File: src/gec_pkg.sv
// Shared types, bus offsets and the brightness decode table for the GPIO edge
// interrupt controller. Used by every module under src; depends on nothing.
package gec_pkg;

    localparam int PIN_COUNT_DEF = 32;
    localparam int WORD_W        = 32;
    localparam int HALF_W        = 16;
    localparam int OFS_W         = 12;
    localparam int PIN_W         = 5;
    localparam int SEL_W         = 6;
    localparam int LEVEL_W       = 3;

    // Command queue between the front and back parts.
    localparam int Q_DEPTH = 2;
    localparam int Q_PTR_W = $clog2(Q_DEPTH);
    localparam int Q_CNT_W = $clog2(Q_DEPTH + 1);

    localparam logic [OFS_W-1:0] OFS_OUT_LO  = 12'h00C;
    localparam logic [OFS_W-1:0] OFS_IN_LO   = 12'h010;
    localparam logic [OFS_W-1:0] OFS_FALL_LO = 12'h014;
    localparam logic [OFS_W-1:0] OFS_RISE_LO = 12'h018;
    localparam logic [OFS_W-1:0] OFS_STAT_LO = 12'h020;
    localparam logic [OFS_W-1:0] OFS_OE_HI   = 12'h508;
    localparam logic [OFS_W-1:0] OFS_OUT_HI  = 12'h50C;
    localparam logic [OFS_W-1:0] OFS_IN_HI   = 12'h510;
    localparam logic [OFS_W-1:0] OFS_FALL_HI = 12'h514;
    localparam logic [OFS_W-1:0] OFS_RISE_HI = 12'h518;
    localparam logic [OFS_W-1:0] OFS_STAT_HI = 12'h520;

    typedef enum logic [1:0] {
        ACT_READ  = 2'd0,
        ACT_WRITE = 2'd1,
        ACT_PIN   = 2'd2,
        ACT_NONE  = 2'd3
    } t_action;

    typedef enum logic [1:0] {
        K_NOP,
        K_READ,
        K_WRITE,
        K_PIN
    } t_kind;

    typedef enum logic [2:0] {
        REG_NONE,
        REG_OE,
        REG_OUT,
        REG_IN,
        REG_FALL,
        REG_RISE,
        REG_STAT
    } t_reg_sel;

    typedef struct packed {
        t_kind              kind;
        t_reg_sel           sel;
        logic               hi;
        logic [HALF_W-1:0]  data;
        logic [PIN_W-1:0]   pin;
        logic               level;
    } t_cmd;

    function automatic logic [LEVEL_W-1:0] decode_brightness(input logic [SEL_W-1:0] sel);
        logic [LEVEL_W-1:0] lvl;
        unique case (sel)
            6'h07:   lvl = 3'd0;
            6'h10:   lvl = 3'd1;
            6'h11:   lvl = 3'd2;
            6'h20:   lvl = 3'd3;
            6'h0E:   lvl = 3'd4;
            6'h15:   lvl = 3'd5;
            6'h23:   lvl = 3'd6;
            default: lvl = 3'd7;
        endcase
        return lvl;
    endfunction

endpackage

File: src/gec_front.sv
// Front part: takes input beats, checks the pin range and decodes the bus
// offset into a command for the queue. Depends on gec_pkg.
module gec_front #(
    parameter int PIN_COUNT = gec_pkg::PIN_COUNT_DEF
) (
    input  logic                        i_valid,
    output logic                        o_stall,
    input  logic [1:0]                  i_action,
    input  logic [gec_pkg::OFS_W-1:0]   i_bus_offset,
    input  logic [gec_pkg::HALF_W-1:0]  i_write_data,
    input  logic [gec_pkg::PIN_W-1:0]   i_pin_index,
    input  logic                        i_pin_level,
    input  logic                        i_q_full,
    output logic                        o_push,
    output gec_pkg::t_cmd               o_cmd
);

    localparam logic [gec_pkg::PIN_W:0] PinLimit = (gec_pkg::PIN_W + 1)'(PIN_COUNT);

    gec_pkg::t_reg_sel sel;
    logic              hi;
    logic              pin_ok;

    assign o_stall = i_q_full;
    assign o_push  = i_valid && !i_q_full;
    assign pin_ok  = {1'b0, i_pin_index} < PinLimit;

    always_comb begin
        hi  = 1'b0;
        sel = gec_pkg::REG_NONE;
        unique case (i_bus_offset)
            gec_pkg::OFS_OE_HI:   begin sel = gec_pkg::REG_OE;   hi = 1'b1; end
            gec_pkg::OFS_OUT_LO:  begin sel = gec_pkg::REG_OUT;  hi = 1'b0; end
            gec_pkg::OFS_OUT_HI:  begin sel = gec_pkg::REG_OUT;  hi = 1'b1; end
            gec_pkg::OFS_IN_LO:   begin sel = gec_pkg::REG_IN;   hi = 1'b0; end
            gec_pkg::OFS_IN_HI:   begin sel = gec_pkg::REG_IN;   hi = 1'b1; end
            gec_pkg::OFS_FALL_LO: begin sel = gec_pkg::REG_FALL; hi = 1'b0; end
            gec_pkg::OFS_FALL_HI: begin sel = gec_pkg::REG_FALL; hi = 1'b1; end
            gec_pkg::OFS_RISE_LO: begin sel = gec_pkg::REG_RISE; hi = 1'b0; end
            gec_pkg::OFS_RISE_HI: begin sel = gec_pkg::REG_RISE; hi = 1'b1; end
            gec_pkg::OFS_STAT_LO: begin sel = gec_pkg::REG_STAT; hi = 1'b0; end
            gec_pkg::OFS_STAT_HI: begin sel = gec_pkg::REG_STAT; hi = 1'b1; end
            default:              begin sel = gec_pkg::REG_NONE; hi = 1'b0; end
        endcase
    end

    always_comb begin
        o_cmd.sel   = sel;
        o_cmd.hi    = hi;
        o_cmd.data  = i_write_data;
        o_cmd.pin   = i_pin_index;
        o_cmd.level = i_pin_level;
        unique case (gec_pkg::t_action'(i_action))
            gec_pkg::ACT_READ:  o_cmd.kind = gec_pkg::K_READ;
            gec_pkg::ACT_WRITE: o_cmd.kind = gec_pkg::K_WRITE;
            // A pin beyond the fitted pins is dropped here and has no effect.
            gec_pkg::ACT_PIN:   o_cmd.kind = pin_ok ? gec_pkg::K_PIN : gec_pkg::K_NOP;
            default:            o_cmd.kind = gec_pkg::K_NOP;
        endcase
    end

endmodule

File: src/gec_queue.sv
// Short command queue between the front and back parts, so that each side
// can stall on its own. Depends on gec_pkg.
module gec_queue (
    input  logic          i_clk,
    input  logic          i_rst_n,
    input  logic          i_push,
    input  gec_pkg::t_cmd i_cmd,
    output logic          o_full,
    input  logic          i_pop,
    output logic          o_valid,
    output gec_pkg::t_cmd o_cmd
);

    gec_pkg::t_cmd                  r_mem [gec_pkg::Q_DEPTH];
    logic [gec_pkg::Q_PTR_W-1:0]    r_wr_ptr;
    logic [gec_pkg::Q_PTR_W-1:0]    r_rd_ptr;
    logic [gec_pkg::Q_CNT_W-1:0]    r_count;
    logic [gec_pkg::Q_CNT_W-1:0]    n_count;

    localparam logic [gec_pkg::Q_CNT_W-1:0] Full = gec_pkg::Q_CNT_W'(gec_pkg::Q_DEPTH);
    localparam logic [gec_pkg::Q_PTR_W-1:0] Last = gec_pkg::Q_PTR_W'(gec_pkg::Q_DEPTH - 1);

    assign o_full  = (r_count == Full);
    assign o_valid = (r_count != '0);
    assign o_cmd   = r_mem[r_rd_ptr];

    always_comb begin
        n_count = r_count;
        if (i_push && !i_pop) begin
            n_count = r_count + 1'b1;
        end else if (i_pop && !i_push) begin
            n_count = r_count - 1'b1;
        end
    end

    always_ff @(posedge i_clk) begin
        if (!i_rst_n) begin
            r_wr_ptr <= '0;
            r_rd_ptr <= '0;
            r_count  <= '0;
        end else begin
            r_count <= n_count;
            if (i_push) begin
                r_wr_ptr <= (r_wr_ptr == Last) ? '0 : r_wr_ptr + 1'b1;
            end
            if (i_pop) begin
                r_rd_ptr <= (r_rd_ptr == Last) ? '0 : r_rd_ptr + 1'b1;
            end
        end
    end

    always_ff @(posedge i_clk) begin
        if (i_push) begin
            r_mem[r_wr_ptr] <= i_cmd;
        end
    end

endmodule

File: src/gec_back.sv
// Back part: holds the GPIO registers, carries out each queued command and
// registers the result beat. Depends on gec_pkg.
module gec_back #(
    parameter int PIN_COUNT = gec_pkg::PIN_COUNT_DEF
) (
    input  logic                          i_clk,
    input  logic                          i_rst_n,
    input  logic                          i_q_valid,
    input  gec_pkg::t_cmd                 i_cmd,
    output logic                          o_pop,
    output logic                          o_valid,
    input  logic                          i_stall,
    output logic [gec_pkg::HALF_W-1:0]    o_read_data,
    output logic [gec_pkg::LEVEL_W-1:0]   o_brightness_level,
    output logic                          o_i2c_data_line,
    output logic                          o_i2c_clock_line,
    output logic                          o_irq_line
);

    localparam int PinW = $clog2(PIN_COUNT);
    localparam int HW   = gec_pkg::HALF_W;

    logic [gec_pkg::WORD_W-1:0] r_out,  n_out;
    logic [PIN_COUNT-1:0]       r_in,   n_in;
    logic [gec_pkg::WORD_W-1:0] r_fall, n_fall;
    logic [gec_pkg::WORD_W-1:0] r_rise, n_rise;
    logic [PIN_COUNT-1:0]       r_stat, n_stat;
    logic [2:0]                 r_oe,   n_oe;
    logic                       r_irq,  n_irq;

    logic                       r_ovalid;
    logic [HW-1:0]              r_rd;
    logic [gec_pkg::LEVEL_W-1:0] r_level;
    logic                       r_sda;
    logic                       r_scl;
    logic                       r_irq_out;

    logic                       ready;
    logic                       fire;
    logic [gec_pkg::WORD_W-1:0] in_view;
    logic [gec_pkg::WORD_W-1:0] stat_view;
    logic [HW-1:0]              rd;
    logic [PinW-1:0]            pidx;
    logic                       edge_en;

    assign ready = !r_ovalid || !i_stall;
    assign fire  = i_q_valid && ready;
    assign o_pop = fire;

    // Pins that are not fitted read as high in the input word and never
    // appear in the status word.
    assign in_view   = ~(gec_pkg::WORD_W'(~r_in));
    assign stat_view = gec_pkg::WORD_W'(r_stat);
    assign pidx      = i_cmd.pin[PinW-1:0];
    assign edge_en   = i_cmd.level ? r_rise[i_cmd.pin] : r_fall[i_cmd.pin];

    always_comb begin
        rd = '0;
        if (i_cmd.kind == gec_pkg::K_READ) begin
            unique case (i_cmd.sel)
                gec_pkg::REG_OE:   rd = HW'(r_oe);
                gec_pkg::REG_OUT:  rd = i_cmd.hi ? r_out[2*HW-1:HW]     : r_out[HW-1:0];
                gec_pkg::REG_IN:   rd = i_cmd.hi ? in_view[2*HW-1:HW]   : in_view[HW-1:0];
                gec_pkg::REG_FALL: rd = i_cmd.hi ? r_fall[2*HW-1:HW]    : r_fall[HW-1:0];
                gec_pkg::REG_RISE: rd = i_cmd.hi ? r_rise[2*HW-1:HW]    : r_rise[HW-1:0];
                gec_pkg::REG_STAT: rd = i_cmd.hi ? stat_view[2*HW-1:HW] : stat_view[HW-1:0];
                default:           rd = '0;
            endcase
        end
    end

    always_comb begin
        n_out  = r_out;
        n_in   = r_in;
        n_fall = r_fall;
        n_rise = r_rise;
        n_stat = r_stat;
        n_oe   = r_oe;
        n_irq  = r_irq;
        unique case (i_cmd.kind)
            gec_pkg::K_WRITE: begin
                unique case (i_cmd.sel)
                    gec_pkg::REG_OE: n_oe = i_cmd.data[2:0];
                    gec_pkg::REG_OUT: begin
                        if (i_cmd.hi) n_out[2*HW-1:HW] = i_cmd.data;
                        else          n_out[HW-1:0]    = i_cmd.data;
                    end
                    gec_pkg::REG_FALL: begin
                        if (i_cmd.hi) n_fall[2*HW-1:HW] = i_cmd.data;
                        else          n_fall[HW-1:0]    = i_cmd.data;
                    end
                    gec_pkg::REG_RISE: begin
                        if (i_cmd.hi) n_rise[2*HW-1:HW] = i_cmd.data;
                        else          n_rise[HW-1:0]    = i_cmd.data;
                    end
                    default: ;
                endcase
            end
            gec_pkg::K_PIN: begin
                n_in[pidx] = i_cmd.level;
                // Only a real level change that is enabled for its direction
                // replaces the status word and raises the interrupt.
                if (r_in[pidx] != i_cmd.level && edge_en) begin
                    n_stat       = '0;
                    n_stat[pidx] = 1'b1;
                    n_irq        = 1'b1;
                end
            end
            default: ;
        endcase
    end

    always_ff @(posedge i_clk) begin
        if (!i_rst_n) begin
            r_out    <= '0;
            r_in     <= '1;
            r_fall   <= '0;
            r_rise   <= '0;
            r_stat   <= '0;
            r_oe     <= '0;
            r_irq    <= 1'b0;
            r_ovalid <= 1'b0;
        end else begin
            if (ready) begin
                r_ovalid <= i_q_valid;
            end
            if (fire) begin
                r_out  <= n_out;
                r_in   <= n_in;
                r_fall <= n_fall;
                r_rise <= n_rise;
                r_stat <= n_stat;
                r_oe   <= n_oe;
                r_irq  <= n_irq;
            end
        end
    end

    // The result beat shows the register state after the command.
    always_ff @(posedge i_clk) begin
        if (fire) begin
            r_rd      <= rd;
            r_level   <= gec_pkg::decode_brightness({n_out[18:16], n_oe});
            r_sda     <= n_out[29];
            r_scl     <= n_out[30];
            r_irq_out <= n_irq;
        end
    end

    assign o_valid            = r_ovalid;
    assign o_read_data        = r_rd;
    assign o_brightness_level = r_level;
    assign o_i2c_data_line    = r_sda;
    assign o_i2c_clock_line   = r_scl;
    assign o_irq_line         = r_irq_out;

endmodule

File: src/gpio_edge_interrupt_controller.sv
// GPIO edge interrupt controller, top level: wires the front decoder, the
// command queue and the back part together. Depends on gec_pkg and the gec_ modules.
//
// Use: each input beat on i_valid/o_stall is a bus read, a bus write of a
// 16-bit register half, or a pin level event. Every input beat gives exactly
// one result beat on o_valid/i_stall, in order: the read data (zero for
// anything but a read of a known offset), the decoded brightness level, the
// two I2C lines taken from output bits 29 and 30, and the sticky interrupt.
// An accepted beat goes through the command queue and the back part's output
// register to o_valid; one beat is taken every cycle while o_stall is low.
// A two-entry command queue sits between decode and execution, and the
// result is held in an output register, so a new beat is still taken while
// a result waits. When i_stall holds the result, the queue fills and o_stall
// rises once the queue holds two commands.
// Reset (synchronous, active low) clears the output, enable and status words
// and the interrupt, sets the input word to all ones and empties the queue.
module gpio_edge_interrupt_controller #(
    parameter int PIN_COUNT = gec_pkg::PIN_COUNT_DEF
) (
    input  logic                          i_clk,
    input  logic                          i_rst_n,
    input  logic                          i_valid,
    output logic                          o_stall,
    input  logic [1:0]                    i_action,
    input  logic [gec_pkg::OFS_W-1:0]     i_bus_offset,
    input  logic [gec_pkg::HALF_W-1:0]    i_write_data,
    input  logic [gec_pkg::PIN_W-1:0]     i_pin_index,
    input  logic                          i_pin_level,
    output logic                          o_valid,
    input  logic                          i_stall,
    output logic [gec_pkg::HALF_W-1:0]    o_read_data,
    output logic [gec_pkg::LEVEL_W-1:0]   o_brightness_level,
    output logic                          o_i2c_data_line,
    output logic                          o_i2c_clock_line,
    output logic                          o_irq_line
);

    logic          q_full;
    logic          push;
    logic          pop;
    logic          q_valid;
    gec_pkg::t_cmd front_cmd;
    gec_pkg::t_cmd back_cmd;

    gec_front #(
        .PIN_COUNT (PIN_COUNT)
    ) u_front (
        .i_valid      (i_valid),
        .o_stall      (o_stall),
        .i_action     (i_action),
        .i_bus_offset (i_bus_offset),
        .i_write_data (i_write_data),
        .i_pin_index  (i_pin_index),
        .i_pin_level  (i_pin_level),
        .i_q_full     (q_full),
        .o_push       (push),
        .o_cmd        (front_cmd)
    );

    gec_queue u_queue (
        .i_clk   (i_clk),
        .i_rst_n (i_rst_n),
        .i_push  (push),
        .i_cmd   (front_cmd),
        .o_full  (q_full),
        .i_pop   (pop),
        .o_valid (q_valid),
        .o_cmd   (back_cmd)
    );

    gec_back #(
        .PIN_COUNT (PIN_COUNT)
    ) u_back (
        .i_clk              (i_clk),
        .i_rst_n            (i_rst_n),
        .i_q_valid          (q_valid),
        .i_cmd              (back_cmd),
        .o_pop              (pop),
        .o_valid            (o_valid),
        .i_stall            (i_stall),
        .o_read_data        (o_read_data),
        .o_brightness_level (o_brightness_level),
        .o_i2c_data_line    (o_i2c_data_line),
        .o_i2c_clock_line   (o_i2c_clock_line),
        .o_irq_line         (o_irq_line)
    );

endmodule
File: config.mk
export PLATFORM = sky130hd
export DESIGN_NAME = gpio_edge_interrupt_controller
export DESIGN_NICKNAME = d
export VERILOG_FILES = /design/src/gec_pkg.sv /design/src/gec_front.sv /design/src/gec_queue.sv /design/src/gec_back.sv /design/src/gpio_edge_interrupt_controller.sv
export SDC_FILE = /design/constraint.sdc
export NUM_CORES = 1
export LEC_CHECK = 0
export BUFFER_PORTS_ARGS = -buffer_cell sky130_fd_sc_hd__clkbuf_2
export CORE_ASPECT_RATIO = 1.4
export CORE_MARGIN = 2
export CORE_UTILIZATION = 56
export DETAILED_ROUTE_END_ITERATION = 10
export PLACE_DENSITY_LB_ADDON = 0.12
export SETUP_SLACK_MARGIN = 0.4
export SYNTH_ARGS = -nofsm -noshare
export SYNTH_HDL_FRONTEND = slang
export SYNTH_HIERARCHICAL = 1
export SYNTH_SLANG_ARGS = --single-unit
export TNS_END_PERCENT = 100
File: constraint.sdc
create_clock -name i_clk -period 4.6 [get_ports i_clk]
set_clock_uncertainty 0.1 [all_clocks]
set_input_delay 0.46 -clock i_clk [delete_from_list [all_inputs] [get_ports i_clk]]
set_output_delay 0.46 -clock i_clk [all_outputs]
set_load 0.01 [all_outputs]
==> results.tsv <==
metric	value	unit
Die ar.	0.0226	mm²
Placed Instance Area	0.0122	mm²
Max FO, Critical Path	41	
Design Area, Final	0.0130	mm²
area of the multi-input gates	0.00556	mm²
flops & latches, synth	248	
syn_area_per_cell	9.44	µm²
vias	9858	
Die Ht	177	µm
Fmax	263	MHz
Period Utilization, post-route	82.5	%
CTS clock-pin slew for the worst setup and hold paths	60	ps
clk buf depth	3	
# resized after CTS	0	
pwr/cell area	499	mW/mm²
drt pass-1 iters	7	
Final Critical Period	3800	ps
Unique masters post-synth	68	
Worst-Skew Late Latency	530	ps
Final Slew Violations	0	
R2R Setup Slk	800	ps
asr flop ratio synth	0	%
setup violators final	0	
CTS Hold Bufs	0	
register area	0.00575	mm²
filler instances	1806	
most frequent cells in the layout	nand2_1 (275), dfxtp_1 (170), a21oi_1 (109)	
max_cap viols	0	
first-pass GRT wire length	55300	µm
crit path launch type	flip-flop	
max_slew headroom	25.6	%
CP required	4930	ps
Post-Syn Instances	1268	
Vias/cell	6.36	
RSZ-0062 raised after global routing	false	
Post-synth top flop	dfxtp_1	
Hold Violations, Final	0	
WL final	36500	µm
core area	0.0210	mm²
initial core utilization	56.9	%
GPL Wtd Cong	0.967	
min-delay worst type	input pin to flip-flop	
Worst-Margin Slew	1120	ps
H-tree depth	1	
Nets	1316	
endpoint type of the worst setup path	flip-flop	
maximum number of pins on one net before global-route repair	90	
HPWL Detailed	26100	µm
setup TNS	0	ps
worst setup path category	flip-flop to flip-flop	
total gr overflow	0	
commonest non-fill, non-tap cell in the layout	nand2_1	
clock sink total	248	
Post-Syn Area	0.0120	mm²
routed len/inst	23.6	µm
Die W	128	µm
status	complete, no violations	
warning count from the yosys run	6	
vias in the first global route	9278	
Pleak	4.60	nW
worst vdd ir	0.411	mV
Post-synth EDFFs	78	
post-synthesis sequential area ratio	48.0	%
share of cells above drive strength 1	15.4	%
FP Rows	63	
CTS tree	built	
Root Driver	clkbuf_16	
post-route ant nets	0	
IO Pins	64	
antenna violations before repair	0	
DRT iter0 DRCs	1174	
number of CTS-inserted buffers	25	
number of remaining DRC errors	0	
syn nets	1312	
Post-CTS Setup Bufs	0	
Area growth, synth to finish	8.73	%
antenna cell count	0	
port bufs	63	
GRT Util Overall	32.3	%
CP arrival	4130	ps
[final cells by class]
cell class	instances	area share, %
multi-input cells	902	42.8
clock inverters	15	1.26
flip-flops and latches	248	44.2
well taps	260	2.50
inverters	7	0.202
clock buffers	30	4.95
repair buffers	88	4.15
[synthesized netlist by cell type (all sizes together), types with 6 or more instances]
cell type	instances	area share (%)
and2	9	0.47
mux2i	94	7.9
a21oi	110	4.7
o2bb2ai	17	1.2
dfxtp	170	28
buf	52	3.4
o21ai	27	1.1
a221oi	9	0.66
mux2	50	4.7
a22o	18	1.3
nand4b	6	0.44
a31oi	7	0.37
nand2	275	8.6
nand3	60	2.5
clkbuf	59	1.9
nor2b	12	0.63
nand4bb	6	0.56
a311oi	8	0.59
nor3	6	0.25
nand4	14	0.73
edfxtp	78	20
o22ai	40	2.1
nor2	63	2.2
[per-stage QoR]
stage	power (mW)	hold WS [ps]	setup slack, ps	instances	util [%]
2_1_floorplan	3.94	327	1610	1268	-
3_3_place_gp	4.46	342	948	1505	58.0
3_5_place_dp	4.47	346	890	1505	58.0
4_1_cts	6.49	6.52	869	1550	61.8
5_1_grt	6.73	11.3	561	1550	61.8
6_report	6.49	16.0	803	1550	61.8
[cell families (layout without fill, tap and decap cells)]
| group | Yosys count | in the layout | synth area share (%) |
|---|---|---|---|
| compound gates | 260 | 260 | 13.7 |
| simple gates | 485 | 485 | 18.9 |
| mux | 146 | 146 | 13.0 |
| flops | 248 | 248 | 48.0 |
| xor+xnor | 7 | 7 | 0.512 |
| buf+inv | 118 | 140 | 5.50 |
| fa+ha+maj | 4 | 4 | 0.418 |
[power by group]
group | leakage (nW) | switching (mW) | internal [mW]
clock network | 0.389 | 0.860 | 1.17
registers | 2.11 | 0.0915 | 2.49
logic | 2.10 | 1.27 | 0.607
total | 4.60 | 2.22 | 4.27
[worst max-delay path, stage by stage (launching register included)]
cell,delay [ps]
dfxtp_1,640
mux2_2,760
nand4bb_1,330
o22ai_1,100
nor4_1,520
nand3_1,190
o22ai_2,330
a21oi_4,190
buf_4,260
a22o_1,240
[routing by layer]
| metal | vias up | global-route usage [%] | share of wire (%) |
|---|---|---|---|
| li1 | 4550 | - | - |
| met1 | 4732 | 41.1 | 39 |
| met2 | 465 | 52.7 | 47 |
| met3 | 111 | 3.33 | 6.9 |
| met4 | 0 | 19.8 | 7.2 |
| met5 | - | 0 | 0 |
[worst paths after layout]
check / to / startpoint / cells past startpoint
setup reg to reg: u_back/r_stat[3]$_SDFFE_PN0P_ / flip-flop / 9
setup / recovery: u_back/r_stat[3]$_SDFFE_PN0P_ / flip-flop / 9
hold / removal: u_queue/r_mem[1][20]$_DFFE_PP_ / i_write_data[14] / 1
hold reg to reg: u_back/r_out[11]$_SDFFE_PN0P_ / u_back/r_out[11]$_SDFFE_PN0P_ / 2
[sequential cells by signal, summed over array words and instances, names as in the netlist, 2 cells and up, named ones only]
name                       flops
u_queue/r_count                2
u_back/r_rise                 32
u_back/o_read_data            16
u_back/r_oe                    3
u_queue/r_mem                 56
u_back/r_stat                 32
u_back/o_brightness_level      3
u_back/r_fall                 32
u_back/r_in                   32
u_back/r_out                  32
No activity file was read; power rests on OpenSTA's default activity.
